### config.mk
export PLATFORM = sky130hd
export DESIGN_NAME = rmpw_ctrl
export DESIGN_NICKNAME = d
export VERILOG_FILES = /design/src/hdl/rmpw_pkg.sv /design/src/hdl/rmpw_ctrl.sv
export SDC_FILE = /design/constraint.sdc
export NUM_CORES = 1
export LEC_CHECK = 0
export BUFFER_PORTS_ARGS = -buffer_cell sky130_fd_sc_hd__buf_2
export CAP_MARGIN = 10
export CORE_AREA = 2 2 39 41
export DETAILED_ROUTE_END_ITERATION = 8
export DIE_AREA = 0 0 41 43
export HOLD_SLACK_MARGIN = 0.05
export PLACE_DENSITY = 0.54
export RECOVER_POWER = 25
export SYNTH_ARGS = -nofsm -noshare
export SYNTH_HDL_FRONTEND = slang
export SYNTH_SLANG_ARGS = --single-unit
### constraint.sdc
create_clock -name i_clk -period 1.8 [get_ports i_clk]
set_input_delay 0 -clock i_clk [delete_from_list [all_inputs] [get_ports i_clk]]
set_output_delay 0 -clock i_clk [all_outputs]
set_load 0.02 [all_outputs]
### src/hdl/rmpw_pkg.sv
// Shared types and constants for the rotated mono pixel writer.
// No dependencies; imported by rmpw_dp, rmpw_ctrl and the top level.
`default_nettype none

package rmpw_pkg;

    // default buffer size limits (top-level parameter defaults)
    localparam int DEF_MAX_WIDTH  = 256;
    localparam int DEF_MAX_HEIGHT = 256;

    // signed working width for coordinates and bounds (12-bit field + 1)
    localparam int CW = 13;

    // field widths
    localparam int KIND_W  = 2;
    localparam int POS_W   = 12;
    localparam int ADDR_W  = 13;
    localparam int CFG_W   = 9;
    localparam int CFG_IDX_W = 2;
    localparam int BYTE_W  = 8;
    localparam logic [BYTE_W-1:0] LEFT_BIT = 8'h80;

    // register indexes on the configuration port
    localparam logic [CFG_IDX_W-1:0] CFG_LINE_WIDTH = 2'd0;
    localparam logic [CFG_IDX_W-1:0] CFG_LINE_COUNT = 2'd1;
    localparam logic [CFG_IDX_W-1:0] CFG_ROTATION   = 2'd2;
    localparam logic [CFG_IDX_W-1:0] CFG_INVERT     = 2'd3;

    // item kinds
    typedef enum logic [KIND_W-1:0] {
        KIND_ROT   = 2'd0,
        KIND_ABS   = 2'd1,
        KIND_CLEAR = 2'd2,
        KIND_READ  = 2'd3
    } t_kind;

    // controller -> datapath commands
    typedef struct packed {
        logic latch_in;   // capture the input beat
        logic map_en;     // register mapped coordinates and range check
        logic ram_rd;     // issue the byte read
        logic rmw_en;     // write back the modified byte
        logic clr_en;     // write one fill byte, advance sweep counter
        logic load_out;   // load the result register
    } t_dp_cmd;

    // datapath -> controller status
    typedef struct packed {
        t_kind kind;
        logic  clr_last;
    } t_dp_sts;

endpackage

`default_nettype wire

### src/hdl/rmpw_ctrl.sv
// Controller FSM: sequences map, read, modify-write, clear sweep and result.
// Depends on rmpw_pkg.
`default_nettype none

module rmpw_ctrl import rmpw_pkg::*; (
    input  wire      i_clk,
    input  wire      i_rst_n,
    input  wire      i_s_tvalid,
    output logic     o_s_tready,
    output logic     o_m_tvalid,
    input  wire      i_m_tready,
    input  wire t_dp_sts i_sts,
    output t_dp_cmd  o_cmd
);

    typedef enum logic [2:0] {
        ST_IDLE,
        ST_MAP,
        ST_RD,
        ST_RMW,
        ST_CLR,
        ST_DONE
    } t_state;

    t_state r_state, n_state;
    logic   r_m_tvalid, n_m_tvalid;

    // next state and commands
    always_comb begin
        n_state = r_state;
        o_cmd   = '0;
        n_m_tvalid = r_m_tvalid && !i_m_tready;
        unique case (r_state)
            ST_IDLE: begin
                o_cmd.latch_in = i_s_tvalid;
                if (i_s_tvalid) begin
                    n_state = ST_MAP;
                end
            end
            ST_MAP: begin
                o_cmd.map_en = 1'b1;
                n_state = (i_sts.kind == KIND_CLEAR) ? ST_CLR : ST_RD;
            end
            ST_RD: begin
                o_cmd.ram_rd = 1'b1;
                n_state = ST_RMW;
            end
            ST_RMW: begin
                o_cmd.rmw_en = 1'b1;
                n_state = ST_DONE;
            end
            ST_CLR: begin
                o_cmd.clr_en = 1'b1;
                if (i_sts.clr_last) begin
                    n_state = ST_DONE;
                end
            end
            ST_DONE: begin
                // output register free or draining this cycle
                if (!r_m_tvalid || i_m_tready) begin
                    o_cmd.load_out = 1'b1;
                    n_m_tvalid = 1'b1;
                    n_state = ST_IDLE;
                end
            end
            default: n_state = ST_IDLE;
        endcase
    end

    always_ff @(posedge i_clk) begin
        if (!i_rst_n) begin
            r_state    <= ST_IDLE;
            r_m_tvalid <= 1'b0;
        end else begin
            r_state    <= n_state;
            r_m_tvalid <= n_m_tvalid;
        end
    end

    assign o_s_tready = (r_state == ST_IDLE);
    assign o_m_tvalid = r_m_tvalid;

endmodule

`default_nettype wire

==> results of run 1 <==
==> worst register-to-register path, stage by stage, from the launching register on <==
cell	delay, ns
dfxtp_1	0.58
mux2i_1	0.27
o22ai_2	0.09
o211a_1	0.21
==> cell usage after synthesis <==
| cell | number |
|---|---|
| o22ai_2 | 1 |
| o211a_1 | 1 |
| nand2_1 | 1 |
| nand3_1 | 1 |
| a32o_1 | 1 |
| nor3_4 | 1 |
| inv_1 | 1 |
| a21oi_1 | 1 |
| and3b_1 | 1 |
| inv_2 | 1 |
| nor3b_1 | 3 |
| nand2_2 | 1 |
| buf_6 | 2 |
| buf_4 | 1 |
| a21oi_2 | 1 |
| a21boi_1 | 1 |
| nand2b_1 | 2 |
| o211ai_1 | 1 |
| mux2i_1 | 1 |
| nor3_1 | 1 |
| nor2b_1 | 1 |
| and2_1 | 1 |
| nand2b_2 | 1 |
| dfxtp_1 | 4 |
| o21ai_0 | 1 |
==> power groups by stage <==
stage	clock (W)	combinational, W	sequential, W
global route	0.000121	0.0000849	0.000116
global placement	0	0.0000752	0.000116
floorplan	0	0.0000754	0.000101
finish	0.000112	0.0000759	0.000115
CTS	0.000120	0.0000771	0.000115
detailed placement	0	0.0000753	0.000116
==> state kept, by name (all words and copies together), names as in the netlist <==
| name | cells |
|---|---|
| r_state | 3 |
| o_m_tvalid | 1 |
==> final timing paths <==
| path | start | endpoint | slack (ns) |
|---|---|---|---|
| setup / recovery | r_state[0]$_SDFFE_PN0P_ | o_cmd[0] | 0.52 |
| hold / removal | i_sts[1] | r_state[1]$_SDFFE_PN0P_ | 0.09 |
| setup reg to reg | r_state[2]$_SDFFE_PN0P_ | r_state[0]$_SDFFE_PN0P_ | 0.55 |
| hold reg to reg | o_m_tvalid$_SDFF_PN0_ | o_m_tvalid$_SDFF_PN0_ | 0.58 |
==> per-layer routing <==
metal	vias to the layer above	wire [um]
met1	114	254
li1	144	-
met4	0	7
met2	8	278
met3	2	39
met5	-	0
==> cells by family after synthesis <==
family | Yosys count | share of synthesized area, %
DFF | 4 | 27.1
muxes | 1 | 3.39
buffers and inverters | 5 | 12.7
AOI/OAI and AO/OA | 8 | 22.5
and+or+nand+nor | 14 | 34.3
==> layout make-up <==
type | count | area [um^2] | area share, %
well taps | 16 | 20.0 | 5.18
multi-input cells | 23 | 178 | 46.0
repair buffers | 15 | 78.8 | 20.4
inverters | 2 | 7.51 | 1.94
clock buffers | 3 | 22.5 | 5.83
flip-flops and latches | 4 | 80.1 | 20.7
==> stage by stage <==
step / std cells / area, um^2 / utilization [%] / setup WS (ns)
after floorplan: 32 / 295 / - / 0.767
after global placement: 59 / 355 / 25.7 / 0.583
after detailed placement: 59 / 355 / 25.7 / 0.544
after CTS: 63 / 388 / 28.0 / 0.472
after global routing: 63 / 387 / 27.9 / 0.401
final: 63 / 387 / 27.9 / 0.520
==> placed cells by master (no fill, tap or decap), types with 2 or more instances in the layout <==
master	n
buf_2	13
clkbuf_4	3
dfxtp_1	4
nand2b_1	2
nor3b_1	3
==> results.cfg, run 1 <==
[global_route]
met1_track_demand_over_resource_pct = 8.01
grt.met2_usage_pct = 11.6
grt.total_usage_pct = 8.02
use_met3_pct = 3.14
wire_length_of_the_first_global_routing_pass_um = 890
grt_overflow = 0
gr-max-usage-layer = met2
grt_start_max_net_pins = 13
number_of_global_route_vias_before_repair = 243
antenna_found_initial = 0

[floorplan]
initial_core_util_pct = 21.3
row_count = 14
fp.coreArea_um2 = 1380
ios = 15
die_h_um = 43
die_w_um = 41
floorplan.die_area_um2 = 1760

[detailed_routing]
wl_um = 580
via_count = 268
antenna_left = 0
drc = 0
route.detailed.wl_per_inst_um = 9.21
via_per_inst = 4.25
first_pass_iters = 2
drt_first_iter_violations = 1

[synthesis]
postSynthAreaPerCell_um2 = 9.23
synth.net_count = 39
netlist_instances = 32
synth.ff_latch_count = 4
synth.top_cell.area_share_pct = 27.1
syn_area_um2 = 295
synth_seq_area_share_pct = 27.1
yosys-top-cells-area = dfxtp_1 (27%), buf_6 (7.6%), nor3b_1 (7.6%), nor3_4 (5.5%), nand2b_1 (4.2%)
post-synth-top-area-cell = dfxtp_1
synth-warning-count = 0
ys_types = 25

[pwr]
clockPowerShare_pct = 36.9
combinationalPowerShare_pct = 25.1
power_frac_seq_pct = 37.9
leakagePower_nw = 0.174
switch_pwr_w = 0.0000941
intPower_w = 0.000208
power.switching_fraction_pct = 31.1
p_per_area_nw_per_um2 = 781
peakVddDrop_v = 0.000194
totalPowerFinal_w = 0.000302

[flow_run]
timing.max_cap.violations = 0

[clock_tree]
clock_sink_count = 4
postCtsHoldBufs = 1
clk_pin_slew_ns = 0.04
post_cts.resized_instances = 0
postCtsSetupRepairBufs = 0
clockRootBuffer = clkbuf_4
cts_buffers = 3
tritoncts = done
cts_max_path_buffers = 2
clock_latency_ns = 0.24
h_tree_depth = 1

[worst_setup_path]
rr_worst_depth = 3
worst_path_largest_cell_delay_ns = 0.59
crit_family = flip-flops
cell_with_the_largest_stage_delay_on_the_worst_path = dfxtp_1
critical_path.n_buffers_inverters = 1
crit_cells = 3
endpoint_kind = output pin
critical_path_cell_sequence = nand3_1 -> nor2b_1 -> buf_2
cp_data_required_time_ns = 1.80
critical_path_fanout_max = 12
crit_type = flip-flop to output pin
critical_path_arrival_ns = 1.28
worst_setup_sp_type = flip-flop

[timing]
fin_tns_setup_ns = 0
hold_fails_final_rpt = 0
period_share_pct = 71.1
headroom_to_the_max_slew_limit_pct = 69.6
final.min_clock_period_ns = 1.28
hold_ws_ns = 0.0908
fin_skew_ns = 0.00484
timing.final.setup_violations = 0
fmax_mhz = 781
rsz_0062_raised_after_global_routing = false
worst_pin_slew_ns = 0.455
finalMaxSlewViolations = 0

[status]
status = finished clean

[finish]
layout_filler_cell_count = 158
areaGrowthSynthToFinish_pct = 30.9
final_layout_size_suffix_gt1_share_pct = 46.8
final_nets = 56
num_antenna_cells = 0

[worst_hold_path]
count_of_cells_along_the_worst_hold_path = 3
min_path_type = primary input to flip-flop

[placement]
finalWeightedCongestion = 0.650
placement.io_buffers = 14
Power figures use the tool's default switching activity.
==> inputs of run 2 (changes only) <==
==> constraint.sdc (replaced) <==
create_clock -name i_clk -period 1.2 [get_ports i_clk]
set_input_delay 0 -clock i_clk [delete_from_list [all_inputs] [get_ports i_clk]]
set_output_delay 0 -clock i_clk [all_outputs]
set_load 0.02 [all_outputs]
==> results.cfg, run 2 (synthesis results as in run 1) <==
[pwr]
switch_pwr_w = 0.000150
power.switching_fraction_pct = 31.4
power_frac_seq_pct = 33.6
p_per_area_nw_per_um2 = 1140
clockPowerShare_pct = 35.7
combinationalPowerShare_pct = 30.7
leakagePower_nw = 0.188
intPower_w = 0.000329
peakVddDrop_v = 0.000644

[worst_setup_path]
worst_setup_sp_type = flip-flop
rr_worst_depth = 3
crit_type = flip-flop to output pin
worstReg2RegEnd = r_state[0]$_SDFFE_PN0P_
cp_data_required_time_ns = 1.20
rr_startpoint = r_state[2]$_SDFFE_PN0P_
endpoint_kind = output pin
critical_path_fanout_max = 8
critical_path_arrival_ns = 1.12
worst-r2r-setup-slack_ns = 0.14

[finish]
final_layout_size_suffix_gt1_share_pct = 53.1
seq_area_um2 = 85.1
mostFrequentLayoutCell = buf_2
footprint_of_the_multi_input_gates_um2 = 178
registers.top_by_ff_count = r_state
num_antenna_cells = 0
areaGrowthSynthToFinish_pct = 41.9
largest_register_ffs = 3
final_cells = 65
layout_filler_cell_count = 158
final_nets = 58
most-common-layout-cells = buf_2 (11), nor3b_1 (3), clkbuf_4 (3)

[global_route]
wire_length_of_the_first_global_routing_pass_mm = 1.09
grt_start_max_net_pins = 13
grt_overflow = 0
antenna_found_initial = 0
grt.total_usage_pct = 9.85
number_of_global_route_vias_before_repair = 254

[worst_hold_path]
sink_of_the_worst_hold_path = r_state[1]$_SDFFE_PN0P_
min_path_type = primary input to flip-flop
hold_start = i_sts[1]
count_of_cells_along_the_worst_hold_path = 3

[detailed_routing]
top_layer_used = met3
detailroute.wirelength.met2_um = 307
antenna_left = 0
drt_first_iter_violations = 1
wl_um = 655
drc = 0
detailroute.wirelength.met3_um = 68
route.detailed.wl_per_inst_um = 10.1
first_pass_iters = 2
via_count = 290
route.layer.met1.wl_um = 279
via_per_inst = 4.46

[floorplan]
floorplan.die_area_um2 = 1760
fp.coreArea_um2 = 1380
row_count = 14
ios = 15
die_w_um = 41
initial_core_util_pct = 21.3
die_h_um = 43

[clock_tree]
clock_latency_ns = 0.24
clockRootBuffer = clkbuf_4
tritoncts = done
clk_pin_slew_ns = 0.03
clock_sink_count = 4
cts_max_path_buffers = 2
cts_buffers = 3
h_tree_depth = 1

[timing]
fin_tns_setup_ns = 0
worst_pin_slew_ns = 0.243
fmax_mhz = 890
final.min_clock_period_ns = 1.12
fin_skew_ns = 0.00526
period_share_pct = 93.6
headroom_to_the_max_slew_limit_pct = 83.9
finalMaxSlewViolations = 0
timing.final.setup_violations = 0
hold_fails_final_rpt = 0
rsz_0062_raised_after_global_routing = false

[placement]
hpwlAfterDp_um = 494
place.detailed.instances = 61
finalWeightedCongestion = 0.663
placement.io_buffers = 14

[flow_run]
timing.max_cap.violations = 0

[status]
status = finished clean
-- run 2: area by class of cell --
class / count / share of cell area (%)
sequential: 4 / 20.3
clock buffer: 3 / 5.37
tap: 16 / 4.78
inverter: 2 / 1.79
multi-input combinational: 23 / 42.4
timing repair buffer: 17 / 25.4
-- run 2: critical path: stages (launching register included) --
cell and delay [ns]:
dfxtp_2 0.43, inv_2 0.08, nor3b_1 0.19, buf_2 0.19
-- run 2: worst max path at each step --
stage	from	end	slack [ns]	depth (start not counted)
detailed placement	r_state[2]$_SDFFE_PN0P_	r_state[0]$_SDFFE_PN0P_	0.1	3
global route	r_state[1]$_SDFFE_PN0P_	o_cmd[2]	0.004	3
global placement	r_state[2]$_SDFFE_PN0P_	r_state[0]$_SDFFE_PN0P_	0.16	3
floorplan	r_state[0]$_SDFFE_PN0P_	o_cmd[2]	0.17	2
CTS	r_state[0]$_SDFFE_PN0P_	o_cmd[0]	0.06	4
finish	r_state[1]$_SDFFE_PN0P_	o_cmd[2]	0.08	3
-- run 2: what timing repair did --
item | in CTS | in global routing
hold endpoints to repair | 2 | 0
gates resized for setup | 5 | 2
setup buffers | 0 | 1
endpoints found under the setup margin | 3 | 2
pin swaps | 1 | 0
hold buffers | 1 | 0
-- run 2: per-layer routing --
layer / track usage, % / up-vias
met5: 0 / -
met1: 11.9 / 131
met3: 9.42 / 0
met4: 2.00 / 0
met2: 12.5 / 11
li1: - / 148
-- run 2: power groups by stage --
stage          clock, W  sequential (W)  combinational (W)
6_report       0.000171        0.000161           0.000147
5_1_grt        0.000195        0.000163           0.000163
4_1_cts        0.000180        0.000160           0.000141
3_5_place_dp          0        0.000158           0.000138
3_3_place_gp          0        0.000158           0.000137
2_1_floorplan         0        0.000151           0.000113
-- run 2: through the flow --
step           instance area, um^2  utilization, %  worst slack (ns)  hold slack (ns)  total power [W]
6_report                       419            30.3            0.0765            0.137         0.000479
5_1_grt                        419            30.3           0.00357            0.156         0.000521
4_1_cts                        407            29.4            0.0561            0.119         0.000480
3_5_place_dp                   370            26.8            0.0954            0.286         0.000296
3_3_place_gp                   370            26.8             0.159            0.288         0.000295
2_1_floorplan                  295               -             0.167            0.129         0.000264
==> inputs of run 3 (changes only) <==
==> constraint.sdc (replaced) <==
create_clock -name i_clk -period 1.05 [get_ports i_clk]
set_input_delay 0.1575 -clock i_clk [delete_from_list [all_inputs] [get_ports i_clk]]
set_output_delay 0.1575 -clock i_clk [all_outputs]
set_load 0.02 [all_outputs]
==> results.cfg, run 3 (synthesis results as in run 1) <==
[clock_tree]
clock_latency_ns = 0.23
h_tree_depth = 1
cts_buffers = 3
clk_pin_slew_ns = 0.04
clock_sink_count = 4
cts_max_path_buffers = 2
clockRootBuffer = clkbuf_4
tritoncts = done

[floorplan]
row_count = 14
initial_core_util_pct = 21.3
floorplan.die_area_um2 = 1760
die_h_um = 43
die_w_um = 41
ios = 15
fp.coreArea_um2 = 1380

[finish]
most-common-layout-cells = buf_2 (9), buf_4 (7), buf_6 (4), clkbuf_4 (3), dfxtp_4 (3)
registers.top_by_ff_count = r_state
finish.utilization_pct = 35.0
final_layout_size_suffix_gt1_share_pct = 71.2
layout_filler_cell_count = 150
final_nets = 61
footprint_of_the_multi_input_gates_um2 = 198
largest_register_ffs = 3
seq_area_um2 = 91.3
num_antenna_cells = 0
areaGrowthSynthToFinish_pct = 64.0
mostFrequentLayoutCell = buf_2
final_cell_area_um2 = 484

[timing]
hold_fails_final_rpt = 0
timing.final.setup_violations = 8
fmax_mhz = 828
period_share_pct = 115
final_critical_path_setup_slack_ns = -0.158
rsz_0062_raised_after_global_routing = true
headroom_to_the_max_slew_limit_pct = 88.1
hold_ws_ns = 0.192
finalMaxSlewViolations = 0
fin_skew_ns = 0.00125
worst_pin_slew_ns = 0.174
final.min_clock_period_ns = 1.21

[placement]
finalWeightedCongestion = 0.755
hpwlAfterDp_um = 529
dpl_cell_area_um2 = 392
placement.io_buffers = 14

[flow_run]
timing.max_cap.violations = 0

[pwr]
peakVddDrop_v = 0.000418
leakagePower_nw = 0.219
p_per_area_nw_per_um2 = 1210

[worst_setup_path]
crit_family = flip-flops
critical_path_arrival_ns = 1.05
cell_with_the_largest_stage_delay_on_the_worst_path = dfxtp_4
worst_setup_sp_type = flip-flop
crit_type = flip-flop to output pin
worst_path_largest_cell_delay_ns = 0.36
critical_path_cell_sequence = nor3_4 -> and2_4 -> buf_6
cp_data_required_time_ns = 0.89
critical_path_fanout_max = 7
endpoint_kind = output pin
critical_path.n_buffers_inverters = 1

[detailed_routing]
wl_um = 691
drt_first_iter_violations = 4
route.detailed.wl_per_inst_um = 10.2
via_count = 313
first_pass_iters = 4
antenna_left = 0
drc = 0
via_per_inst = 4.60

[global_route]
grt_overflow = 0
grt_start_max_net_pins = 8
number_of_global_route_vias_before_repair = 308
grt.met2_usage_pct = 14.4
grt.total_usage_pct = 9.85
gr-max-usage-layer = met2
wire_length_of_the_first_global_routing_pass_mm = 1.14
met1_track_demand_over_resource_pct = 11.0
use_met3_pct = 3.14
antenna_found_initial = 0

[worst_hold_path]
min_path_type = primary input to flip-flop

[status]
violations = setup timing
status = complete, but fails checks
## run 3: through the flow
stage	total power, W	TNS [ns]	instances	setup WS (ns)
global placement	0.000354	-0.248	63	-0.108
finish	0.000588	-0.959	68	-0.158
detailed placement	0.000354	-0.341	63	-0.132
floorplan	0.000308	-0.530	32	-0.141
global route	0.000643	-1.49	68	-0.235
CTS	0.000595	-1.09	69	-0.160
## run 3: worst paths after layout
kind,startpoint,to,slack [ns],depth (start not counted)
max,r_state[0]$_SDFFE_PN0P_,o_cmd[5],-0.16,3
min,i_rst_n,r_state[0]$_SDFFE_PN0P_,0.19,2
max reg2reg,r_state[2]$_SDFFE_PN0P_,r_state[0]$_SDFFE_PN0P_,-0.08,4
min reg2reg,o_m_tvalid$_SDFF_PN0_,o_m_tvalid$_SDFF_PN0_,0.56,2
## run 3: layer usage
metal	vias up	share of wire, %
met5	-	0
met4	0	0
met3	0	6.9
met2	10	52
met1	149	42
li1	154	-
## run 3: cell type report
cell class | count | area share [%]
clock buffers | 3 | 4.65
multi-input cells | 23 | 40.8
inverters | 2 | 2.07
well taps | 16 | 4.13
flip-flops and latches | 4 | 18.9
repair buffers | 20 | 29.5
## run 3: what timing repair did
item	4_1_cts	5_1_grt
setup buffers	3	0
pin swaps	2	3
gates resized for setup	13	5
hold buffers	0	0
endpoints found under the setup margin	9	9
cloned	0	0
## run 3: power by group
group	total, W	internal, W	switching, W
Sequential	0.000187	0.000163	0.0000236
Clock	0.000193	0.000128	0.0000648
Combinational	0.000209	0.000116	0.0000924
